==> src/sorted_word_list_insert_defines.svh <==
// ---------------------------------------------------------------------------
// sorted word list assertion macros
// shared property forms for the sorted word list block
// ---------------------------------------------------------------------------
`ifndef SORTED_WORD_LIST_INSERT_DEFINES_SVH
`define SORTED_WORD_LIST_INSERT_DEFINES_SVH

// condition in the same cycle
`define SWLI_ASSERT_IMPLY(label, ante, cons) \
  label: assert property (@(posedge clk) disable iff (rst) (ante) |-> (cons)) \
    else $error("sorted word list check failed");

// condition in the following cycle
`define SWLI_ASSERT_NEXT(label, ante, cons) \
  label: assert property (@(posedge clk) disable iff (rst) (ante) |=> (cons)) \
    else $error("sorted word list check failed");

`endif

==> src/swli_pkg.sv <==
// ---------------------------------------------------------------------------
// sorted word list package
// shared types and constants of the sorted word list block
// ---------------------------------------------------------------------------
package swli_pkg;

  localparam int SLOT_BYTES = 16;
  localparam int LEN_W      = 5;

  typedef enum logic [1:0] {
    ST_OK       = 2'd0,
    ST_NO_ROOM  = 2'd1,
    ST_TOO_LONG = 2'd2
  } status_t;

  typedef struct packed {
    logic [SLOT_BYTES-1:0][7:0] chars;
    logic [LEN_W-1:0]           len;
    logic                       too_long;
  } word_t;

endpackage

==> src/swli_queue.sv <==
// ---------------------------------------------------------------------------
// sorted word list word queue
// two-entry queue of finished words between front and back
// ---------------------------------------------------------------------------
module swli_queue import swli_pkg::*; (
  input  logic  clk,
  input  logic  rst,
  input  logic  push,
  input  word_t push_word,
  input  logic  pop,
  output word_t head,
  output logic  empty,
  output logic  full
);

  word_t      entries [2];
  logic       wr_ptr;
  logic       rd_ptr;
  logic [1:0] fill;

  assign empty = (fill == 2'd0);
  assign full  = (fill == 2'd2);
  assign head  = entries[rd_ptr];

  always_ff @(posedge clk) begin
    if (rst) begin
      wr_ptr <= 1'b0;
      rd_ptr <= 1'b0;
      fill   <= 2'd0;
    end else begin
      if (push) wr_ptr <= ~wr_ptr;
      if (pop)  rd_ptr <= ~rd_ptr;
      case ({push, pop})
        2'b10:   fill <= fill + 2'd1;
        2'b01:   fill <= fill - 2'd1;
        default: fill <= fill;
      endcase
    end
  end

  always_ff @(posedge clk) begin
    if (push) begin
      entries[wr_ptr] <= push_word;
    end
  end

endmodule

==> config.mk <==
export PLATFORM = sky130hd
export DESIGN_NAME = swli_queue
export DESIGN_NICKNAME = d
export VERILOG_FILES = /design/src/sorted_word_list_insert_defines.svh /design/src/swli_pkg.sv /design/src/swli_queue.sv
export SDC_FILE = /design/constraint.sdc
export NUM_CORES = 1
export LEC_CHECK = 0
export ABC_AREA = 1
export BUFFER_PORTS_ARGS = -buffer_cell sky130_fd_sc_hd__buf_4
export CORE_MARGIN = 5
export CORE_UTILIZATION = 50
export DETAILED_ROUTE_END_ITERATION = 8
export PLACE_DENSITY = 0.82
export SYNTH_ARGS = -nofsm -noshare
export SYNTH_HDL_FRONTEND = slang
export SYNTH_SLANG_ARGS = --single-unit
==> constraint.sdc <==
create_clock -name clk -period 8.3 [get_ports clk]
set_input_delay 0.415 -clock clk [delete_from_list [all_inputs] [get_ports clk]]
set_output_delay 0.415 -clock clk [all_outputs]
set_load 0.05 [all_outputs]
**After elaboration in Yosys (flattened, before gate mapping)**

Memories as Yosys holds them, arrays and structs flattened. A register that Yosys moved wholly into a read port is not among the register bits.
Cells that the tools add are included.

- Register bits after elaboration: 4
- Output and inout port bits: 136
- Memory bits (writable): 268
- ROM bits: 0
- Input bits: 138
- Latch bits: 0
- Memories kept: 1
- Word-level logic and storage cells: 18

- Bitwise gates (word level): 2
- Equal/unequal tests: 3
- Shift-type cells: 0
- Divide/modulo/power cells: 0
- Magnitude comparators: 0
- Multipliers: 0
- Multiplexer cells: 5
- Reductions and logical operators: 2
- Add/subtract/negate cells: 2

Memories:

| name | depth | width | rd ports | clocked after memory_dff | write ports | RTL line | text |
|---|---|---|---|---|---|---|---|
| entries | 2 | 134 | 1 | 1 | 1 | swli_queue.sv:16 | `word_t entries [2];` |

Operators with widths:

| cell | number |
|---|---|
| 2-bit equality test, second input constant | 2 |
| 1-bit 2-to-1 mux | 4 |
| 2-bit one-hot mux with 2 select lines | 1 |
| 2-bit by 1-bit adder with 2-bit output, second input constant | 1 |
| 2-bit by 1-bit equality test with 1-bit output, second input constant | 1 |
| 2-bit zero test | 1 |
| 1-bit NOT | 2 |
| 2-bit nonzero test | 1 |
| 2-bit by 1-bit subtractor with 2-bit output, second input constant | 1 |

**Logic depth before layout (Yosys ltp)**

- Depth after elaboration: 3
- Mapped depth: 7
- Mapped depth without buffers: 7

**Worst setup path after synthesis**

OpenSTA, ideal clock, no wires.

- Path kind: input port to flip-flop
- From: input port push
- To: memory entries[0][0] (netlist bit), enable pin
- Setup time: 0.633 ns
- Data arrival time: 6.085 ns
- Cell stages on the path: 2
- Path buffers: 0
- Required time: 7.667 ns
- Slack: 1.582 ns
- Cells stage by stage: inv_1 > nor2_1

- Word-level cells in the longest chain between the ends: 2

RTL lines:

| what | RTL line | text |
|---|---|---|
| start, declared | swli_queue.sv:8 | `input logic push,` |
| 1-bit 2-to-1 mux | swli_queue.sv:42 | `if (push) begin` |
| 1-bit 2-to-1 mux (implied by the code) | swli_queue.sv:43 | `entries[wr_ptr] <= push_word;` |
| end, declared | swli_queue.sv:16 |  |

Every way passes these cells.

==> results.json <==
{
  "clk_pin_slew_ps": 60,
  "route.met3.wl_um": 1770,
  "end_kind": "primary output",
  "dp_slack_ps": 5170,
  "worstMarginPinSlew_ps": 1110,
  "final.setup_skew_ps": 4.59,
  "overflow": 0,
  "gp_congestion": 0.776,
  "synth_cell_type_count": 15,
  "ys_warn_count": 0,
  "crit_arrival_ps": 3290,
  "cts_tree": "yes",
  "synth_top_area_share_pct": 79.4,
  "cts_hold_buf": 0,
  "wl_met2_um": 10500,
  "drv_cap": 0,
  "final_antenna_net_count": 0,
  "path_cells": "buf_4, mux2_2, buf_4",
  "initial_core_util_pct": 50.4,
  "num_vias": 5177,
  "crit_path_start_kind": "register",
  "seq_area_sq_um": 8150,
  "ys_seq_area_share_pct": 80.4,
  "die_y_um": 152,
  "layout_setup_ws_ps": 4590,
  "wl_per_cell_um": 19.9,
  "post-route-period-util_pct": 44.7,
  "vias_per_cell": 5.02,
  "drt_pass1_iterations": 5,
  "cts_root_buf": "clkbuf_16",
  "clock.fmax_ghz": 0.270,
  "synth_top_area_cell": "edfxtp_1",
  "clk_path_buf_depth": 3,
  "critPathSlowestCell": "dfxtp_4",
  "final_layout_size_suffix_gt1_share_pct": 59.9,
  "rsz0062_at_grt": "no",
  "slowest_delay_ps": 1000,
  "cts_resized": 0,
  "syn_nets": 589,
  "cp.required_ps": 7890,
  "rows": 52,
  "drtIter0Drc": 212,
  "areaGrowthSynthToFinish_pct": 31.5,
  "coreArea_sq_um": 20100,
  "final_common_cell": "buf_4",
  "powerDensity_nw_per_um2": 256,
  "grt_usage_pct": 16.6,
  "multi_input_area_sq_um": 1840,
  "numClockSinks": 273,
  "die_w_um": 152,
  "wl_met1_um": 7640,
  "criticalPathCategory": "register to primary output",
  "status": "completed",
  "design.die.area_sq_um": 23200,
  "cts_htree_levels": 1,
  "nFillCells": 1339,
  "avgSynthCellArea_sq_um": 22.5,
  "grt_pass1_wl_um": 30900,
  "post-cts-setup-buffers": 0,
  "port_buffers": 273,
  "ir_drop_v": 0.000229,
  "relSlewSlack_pct": 26.2,
  "first_global_vias": 5680,
  "hold_path.class": "input port to register",
  "highest_layer": "met4",
  "grt_antenna_before_repair": 0,
  "final_nets": 880,
  "drc_errors": 0,
  "netlist_area_sq_um": 10100,
  "clkLatencyLatePin_ps": 500,
  "r2r-start": "wr_ptr",
  "cp_max_fo": 68,
  "min_from": "push_word[72]",
  "cpMostUsedCell": "buf_4",
  "mostFrequentLayoutCells": "buf_4 (277), edfxtp_1 (268), mux2_2 (74), mux2_4 (60), clkbuf_16 (27)",
  "synth_seq_cells": 273,
  "wl_um": 20500,
  "ios": 274,
  "final-max-slew-violation-count": 0,
  "grt_max_degree": 74,
  "fin_crit_ps": 3710,
  "tns_ps": 0,
  "synthTopCellsByArea": "edfxtp_1 (79%), mux2_4 (8.9%), mux2_2 (8.2%), dfxtp_1 (0.99%), buf_6 (0.89%)",
  "leakagePower_uw": 0.00513,
  "final_hold_viol_count": 0,
  "setup_viol": 0,
  "n_antenna_cell": 0,
  "synth_cells": 450,
  "dp_hpwl_um": 14000,
  "cts_buffers": 27
}
registers in the layout, summed over array words and instances (netlist names), named ones only:
name / cells
entries: 268
fill: 2
rd_ptr: 1
wr_ptr: 1
cells by family (layout without fill, tap and decap cells):
| logic type | count (synthesis) | in the layout | share of synthesized area (%) |
|---|---|---|---|
| flops | 273 | 273 | 80.4 |
| mux | 134 | 134 | 17.1 |
| buf+inv | 22 | 333 | 1.49 |
| simple gates | 17 | 17 | 0.667 |
| compound gates | 2 | 2 | 0.0987 |
| fa+ha+maj | 1 | 1 | 0.123 |
| xor+xnor | 1 | 1 | 0.0865 |
routing by layer:
layer / up-vias / GRT usage (%)
met5: - / 0
met2: 231 / 29.2
li1: 2351 / -
met4: 0 / 5.14
met3: 44 / 5.06
met1: 2551 / 19.7
path summary, 6_finish.rpt:
path | endpoint | slack [ps] | cells after the start
setup / recovery | head[1] | 4590 | 3
hold reg to reg | fill[1] | 530 | 2
hold / removal | entries[0][72] | 90 | 1
setup reg to reg | entries[0][105] | 5910 | 3
power by group:
| part | internal, uW | switching [uW] |
|---|---|---|
| Sequential | 1600 | 33.5 |
| Combinational | 218 | 370 |
| Clock | 716 | 475 |
| Total | 2530 | 878 |
cells in the mapped netlist:
library cell,instances
edfxtp_1,268
mux2_2,74
mux2_4,60
nor2_1,10
buf_6,8
buf_2,7
inv_1,7
dfxtp_1,5
nand2_1,5
a21oi_1,1
ha_1,1
nand4_1,1
nor3_1,1
o21ai_0,1
xnor2_1,1
worst max-delay path: cells and delay by family, from the launching register on:
kind	cells	cell delay, ps
buffers and inverters	2	1110
DFF	1	1000
muxes	1	440
through the flow:
step                      hold slack [ps]  area, sq um  util, %  total power [uW]  instances
final                                87.7        13300     66.3              3410       1031
after CTS                            57.8        13300     66.3              3450       1031
after global placement                493        12400     61.9              2240        982
after detailed placement              519        12400     61.9              2250        982
after global routing                 58.4        13300     66.3              3530       1031
after floorplan                       480        10100        -              2070        450
area by class of cell:
class	instances	share of cell area [%]
sequential	273	61.2
timing repair buffer	277	15.6
multi-input combinational	155	13.8
clock buffer	29	5.13
tap	270	2.54
clock inverter	20	1.47
inverter	7	0.235
Power figures use the tool's default switching activity.
