`config.mk`:
```
export PLATFORM = sky130hd
export DESIGN_NAME = swli_front
export DESIGN_NICKNAME = d
export VERILOG_FILES = /design/src/sorted_word_list_insert_defines.svh /design/src/swli_pkg.sv /design/src/swli_front.sv
export SDC_FILE = /design/constraint.sdc
export NUM_CORES = 1
export LEC_CHECK = 0
export ABC_CLOCK_PERIOD_IN_PS = 2500
export BUFFER_PORTS_ARGS = -buffer_cell sky130_fd_sc_hd__buf_4
export CAP_MARGIN = 40
export CORE_ASPECT_RATIO = 0.8
export CORE_MARGIN = 2
export CORE_UTILIZATION = 43
export DETAILED_ROUTE_END_ITERATION = 7
export PLACE_DENSITY_LB_ADDON = 0.1
export SLEW_MARGIN = 20
export SYNTH_ARGS = -nofsm -noshare
export SYNTH_HDL_FRONTEND = slang
export SYNTH_SLANG_ARGS = --single-unit
export TNS_END_PERCENT = 100
```
`constraint.sdc`:
```
create_clock -name clk -period 2.5 [get_ports clk]
set_input_delay 0.625 -clock clk [delete_from_list [all_inputs] [get_ports clk]]
set_output_delay 0.625 -clock clk [all_outputs]
set_load 0.01 [all_outputs]
```
`src/sorted_word_list_insert_defines.svh`:
```
// ---------------------------------------------------------------------------
// sorted word list assertion macros
// shared property forms for the sorted word list block
// ---------------------------------------------------------------------------
`ifndef SORTED_WORD_LIST_INSERT_DEFINES_SVH
`define SORTED_WORD_LIST_INSERT_DEFINES_SVH

// condition in the same cycle
`define SWLI_ASSERT_IMPLY(label, ante, cons) \
  label: assert property (@(posedge clk) disable iff (rst) (ante) |-> (cons)) \
    else $error("sorted word list check failed");

// condition in the following cycle
`define SWLI_ASSERT_NEXT(label, ante, cons) \
  label: assert property (@(posedge clk) disable iff (rst) (ante) |=> (cons)) \
    else $error("sorted word list check failed");

`endif

```
`src/swli_pkg.sv`:
```
// ---------------------------------------------------------------------------
// sorted word list package
// shared types and constants of the sorted word list block
// ---------------------------------------------------------------------------
package swli_pkg;

  localparam int SLOT_BYTES = 16;
  localparam int LEN_W      = 5;

  typedef enum logic [1:0] {
    ST_OK       = 2'd0,
    ST_NO_ROOM  = 2'd1,
    ST_TOO_LONG = 2'd2
  } status_t;

  typedef struct packed {
    logic [SLOT_BYTES-1:0][7:0] chars;
    logic [LEN_W-1:0]           len;
    logic                       too_long;
  } word_t;

endpackage

```
`src/swli_front.sv`:
```
// ---------------------------------------------------------------------------
// sorted word list front end
// collects characters into the pending word and pushes finished words
// ---------------------------------------------------------------------------
module swli_front import swli_pkg::*; #(
  parameter int MAX_WORD_LEN = 15
) (
  input  logic       clk,
  input  logic       rst,
  input  logic       accept,
  input  logic [7:0] char_code,
  input  logic       last_char,
  output logic       push,
  output word_t      push_word
);

  localparam logic [LEN_W-1:0] MAX_LEN = LEN_W'(MAX_WORD_LEN);

  logic [SLOT_BYTES-1:0][7:0] pend_chars;
  logic [LEN_W-1:0]           pend_len;
  word_t                      word_next;

  always_comb begin
    word_next.chars = pend_chars;
    if (pend_len < MAX_LEN) begin
      word_next.chars[pend_len[3:0]] = char_code;
      word_next.len = pend_len + 1'b1;
    end else begin
      word_next.len = MAX_LEN + 1'b1;
    end
    word_next.too_long = (word_next.len > MAX_LEN);
  end

  assign push      = accept & last_char;
  assign push_word = word_next;

  always_ff @(posedge clk) begin
    if (rst) begin
      pend_len <= '0;
    end else if (accept) begin
      pend_len <= last_char ? '0 : word_next.len;
    end
  end

  always_ff @(posedge clk) begin
    if (accept) begin
      pend_chars <= word_next.chars;
    end
  end

endmodule

```
# ---- Yosys cells after proc, flatten, opt, wreduce, memory -nomap -nowiden
# Index checks and enable logic that the tools add are counted.
dict set report op_classes {
  addsub 1
  magnitude_cmp 4
  muxes 6
  bitwise 1
  reduce_logical 1
}
# op count
set op_table {}
lappend op_table {{128-bit bitwise mux} 1}
lappend op_table {{128-bit 2-to-1 mux} 1}
lappend op_table {{8-bit demux with 4-bit select} 1}
lappend op_table {{5-bit 2-to-1 mux} 2}
lappend op_table {{8-bit 2-to-1 mux} 1}
lappend op_table {{5-bit by 1-bit adder with 5-bit output (second input constant)} 1}
lappend op_table {{5-bit by 4-bit > comparator with 1-bit output (second input constant)} 1}
lappend op_table {{4-bit by 5-bit < comparator with 1-bit output (second input constant)} 1}
lappend op_table {{5-bit by 4-bit < comparator with 1-bit output (second input constant)} 1}
lappend op_table {{4-bit by 1-bit >= comparator with 1-bit output (second input constant)} 1}
lappend op_table {{1-bit AND} 1}
lappend op_table {{1-bit logical AND} 1}
dict set report totals {
  reg_bits 133
  input_bits 12
  out_inout_bits 135
  wordCells 30
}

# ---- Depth between registers and ports, before layout
dict set report depth {
  word_depth 6
  ltp_mapped 6
  mapped_depth_nobuf 4
}

# ---- Worst setup path after synthesis
# Ideal clock, no wire load.
dict set report synth_path {
  path_kind {flip-flop to output port}
  from {register pend_len[1]}
  to {output push_word[126] (netlist bit)}
  t_arrival_ns 1.410
  required_ns 1.875
  slack_ns 0.465
  path_stages_with_launch 5
  path_buffers 1
  path_cell_list {dfxtp_1 -> ha_1 -> and4_1 -> buf_6 -> mux2_2}
}
# item line_no
set synth_rtl {}
lappend synth_rtl {{start, declared} swli_front.sv:20} ;# logic [LEN_W-1:0] pend_len;
lappend synth_rtl {{start signal, assigned} swli_front.sv:41} ;# pend_len <= last_char ? '0 : word_next.len;
lappend synth_rtl {{end, declared} swli_front.sv:14} ;# output word_t push_word

==> metrics.yaml <==
grt_pass1_wl_um: 22300
core_sq_um: 14900
ant_nets: 0
ys_warn_count: 0
start_kind: "flip-flop"
detail_route.wl_per_cell_um: 20.9
final-setup-viol-count: 9
grt_overflow: 0
drive_gt1_share_pct: 68.4
grt_use_total_pct: 18.7
cp_slowest_cell: "dfxtp_4"
crit_top_cell: "buf_6"
io_buffer_count: 146
grt_max_degree: 80
leakagePower_nw: 3.72
ys_async_sr_fraction_pct: 0
place.gp.congestion: 0.791
syn_nets: 366
grt_pass1_vias: 3634
die_y_um: 114
postSynthCellCount: 350
finalNonFillerCells: 734
yosysTopAreaCellShare_pct: 59.1
antenna_found_initial: 0
cts_root_buffer: "clkbuf_16"
grt_setup_unrepaired: "yes"
finalHoldViolations: 0
htree_levels: 4
dp.final_hpwl_um: 9470
fmax_ghz: 0.398
synth_edf_count: 128
path_cells: "inv_4 -> ha_4 -> and4_1 -> buf_6 -> mux2_4 -> buf_6"
cts_tree: "built"
worst_slack_ps: -12.7
period_share_pct: 101
placementRows: 40
drt_iter0_drc: 180
endpoint_kind: "output pin"
synth_flop_cell: "edfxtp_1"
ys_seq_elements: 133
chipWidth_um: 141
syn_area_sq_um: 6500
ios: 147
avgViaCountPerCell: 5.07
num_antenna_cells: 0
hold_path.class: "in2reg"
max_stage_delay_ps: 380
skew_ps: 8.68
violations: "setup timing"
final.fill_count: 1129
avgSynthCellArea_sq_um: 18.6
cellPowerDensity_nw_per_um2: 630
cts-buffers-inserted: 17
worstMarginPinSlew_ps: 454
first_pass_iters: 5
synth.most_common_cell: "edfxtp_1"
clk_pin_slew_worst_paths_ps: 60
period_minus_slack_ps: 2510
worstPathArrival_ps: 1890
dieArea_sq_um: 16100
slew_violations: 0
initial_core_util_pct: 43.6
synthToLayoutAreaGrowth_pct: 40.2
path_class: "reg2out"
clkSinkCount: 133
ctsHoldBuffers: 0
final_cell_area_sq_um: 9110
drt-total-wl_um: 15400
status: "finished, violations left"
cp_data_required_time_ps: 1880
vias: 3720
crit_fanout: 8
max-vdd-ir-drop_mv: 0.468
yosys-top-cells-count: "edfxtp_1, mux2_4, mux2_2"
clock_latency_ps: 410
placed_cells: 671
yosys-top-cells-area: "edfxtp_1, mux2_4, mux2_2, buf_6, dfxtp_1"
finalNetCount: 548
synth_cell_types: 36
max_cap_viol_count: 0
slew_headroom_pct: 69.7
yosysTopAreaCell: "edfxtp_1"
place_area_sq_um: 7670
ys_seq_area_share_pct: 60.7
drc: 0
cts_buffer_depth: 2
-- per-layer routing --
metal  up-vias  global-route usage, %  wire, um
li1       1706                      -         -
met5         -                      0         0
met4         0                   5.40       200
met1      1910                   26.1      7450
met2        94                   28.9      7200
met3        10                   4.95       509
-- critical path: cells and delay by family (launching register included) --
family	cells	cell delay, ps
and+or+nand+nor	1	200
buffers and inverters	3	390
adders and majority gates	1	170
muxes	1	330
DFF	1	380
-- logic make-up after synthesis --
kind of cell | after synthesis | share of synthesized area (%)
mux | 128 | 27.7
buf+inv | 31 | 4.75
flops | 133 | 60.7
simple gates | 44 | 5.10
fa+ha+maj | 4 | 0.770
xor+xnor | 1 | 0.135
compound gates | 9 | 0.885
-- metrics by stage --
stage,power (mW),util (%),hold slack [ps],worst slack [ps],TNS [ps]
2_1_floorplan,2.98,-,565,465,0
3_3_place_gp,3.30,51.4,548,186,0
3_5_place_dp,3.30,51.4,551,39.2,0
4_1_cts,5.72,58.9,397,-27.9,-264
5_1_grt,5.96,61.1,412,-81.8,-4770
6_report,5.74,61.1,418,-12.7,-73.4
-- worst paths after layout --
kind | start | endpoint | slack, ps | cells after the start
setup / recovery | pend_len[1] | push_word[112] | -10 | 6
hold / removal | rst | pend_len[2] | 420 | 2
setup reg to reg | pend_len[2] | pend_chars[16] | 690 | 6
hold reg to reg | pend_chars[81] | pend_chars[81] | 570 | 1
-- cells in the final DEF (no fill, tap or decap), types with 3 or more instances in the layout --
cell type | Yosys | routed
a21oi_1 | 3 | 3
o21bai_1 | 3 | 3
buf_6 | 12 | 119
and4_1 | 4 | 3
edfxtp_1 | 128 | 128
and2_4 | 4 | 7
clkbuf_16 | 0 | 17
nand3_1 | 5 | 5
nor2_1 | 4 | 4
ha_4 | 0 | 4
dfxtp_4 | 0 | 5
mux2_4 | 96 | 128
buf_4 | 1 | 71
nand2b_1 | 3 | 3
clkinv_1 | 0 | 4
clkinv_2 | 0 | 5
and3_4 | 4 | 4
-- repair_timing --
item	in CTS	in global routing
cloned	0	0
endpoints found under the hold margin	0	0
setup endpoints to repair	128	128
pin swaps	10	12
buffers inserted	21	13
resized for setup	110	74
-- registers in the layout, indices dropped and copies added, names as in the netlist --
signal / cells
pend_chars: 128
pend_len: 5
-- report_power, final --
group / switching, mW / internal, mW
logic: 0.338 / 0.443
registers: 0.0378 / 2.59
clock network: 0.893 / 1.44
total: 1.27 / 4.47
-- area by class of cell --
class,count,area [sq um],share of cell area [%]
flip-flops and latches,133,3960,43.5
multi-input cells,186,2440,26.8
repair buffers,192,1910,21.0
clock buffers,19,433,4.75
well taps,189,236,2.59
clock inverters,13,115,1.26
inverters,2,12.5,0.137
No activity file was read; power rests on OpenSTA's default activity.
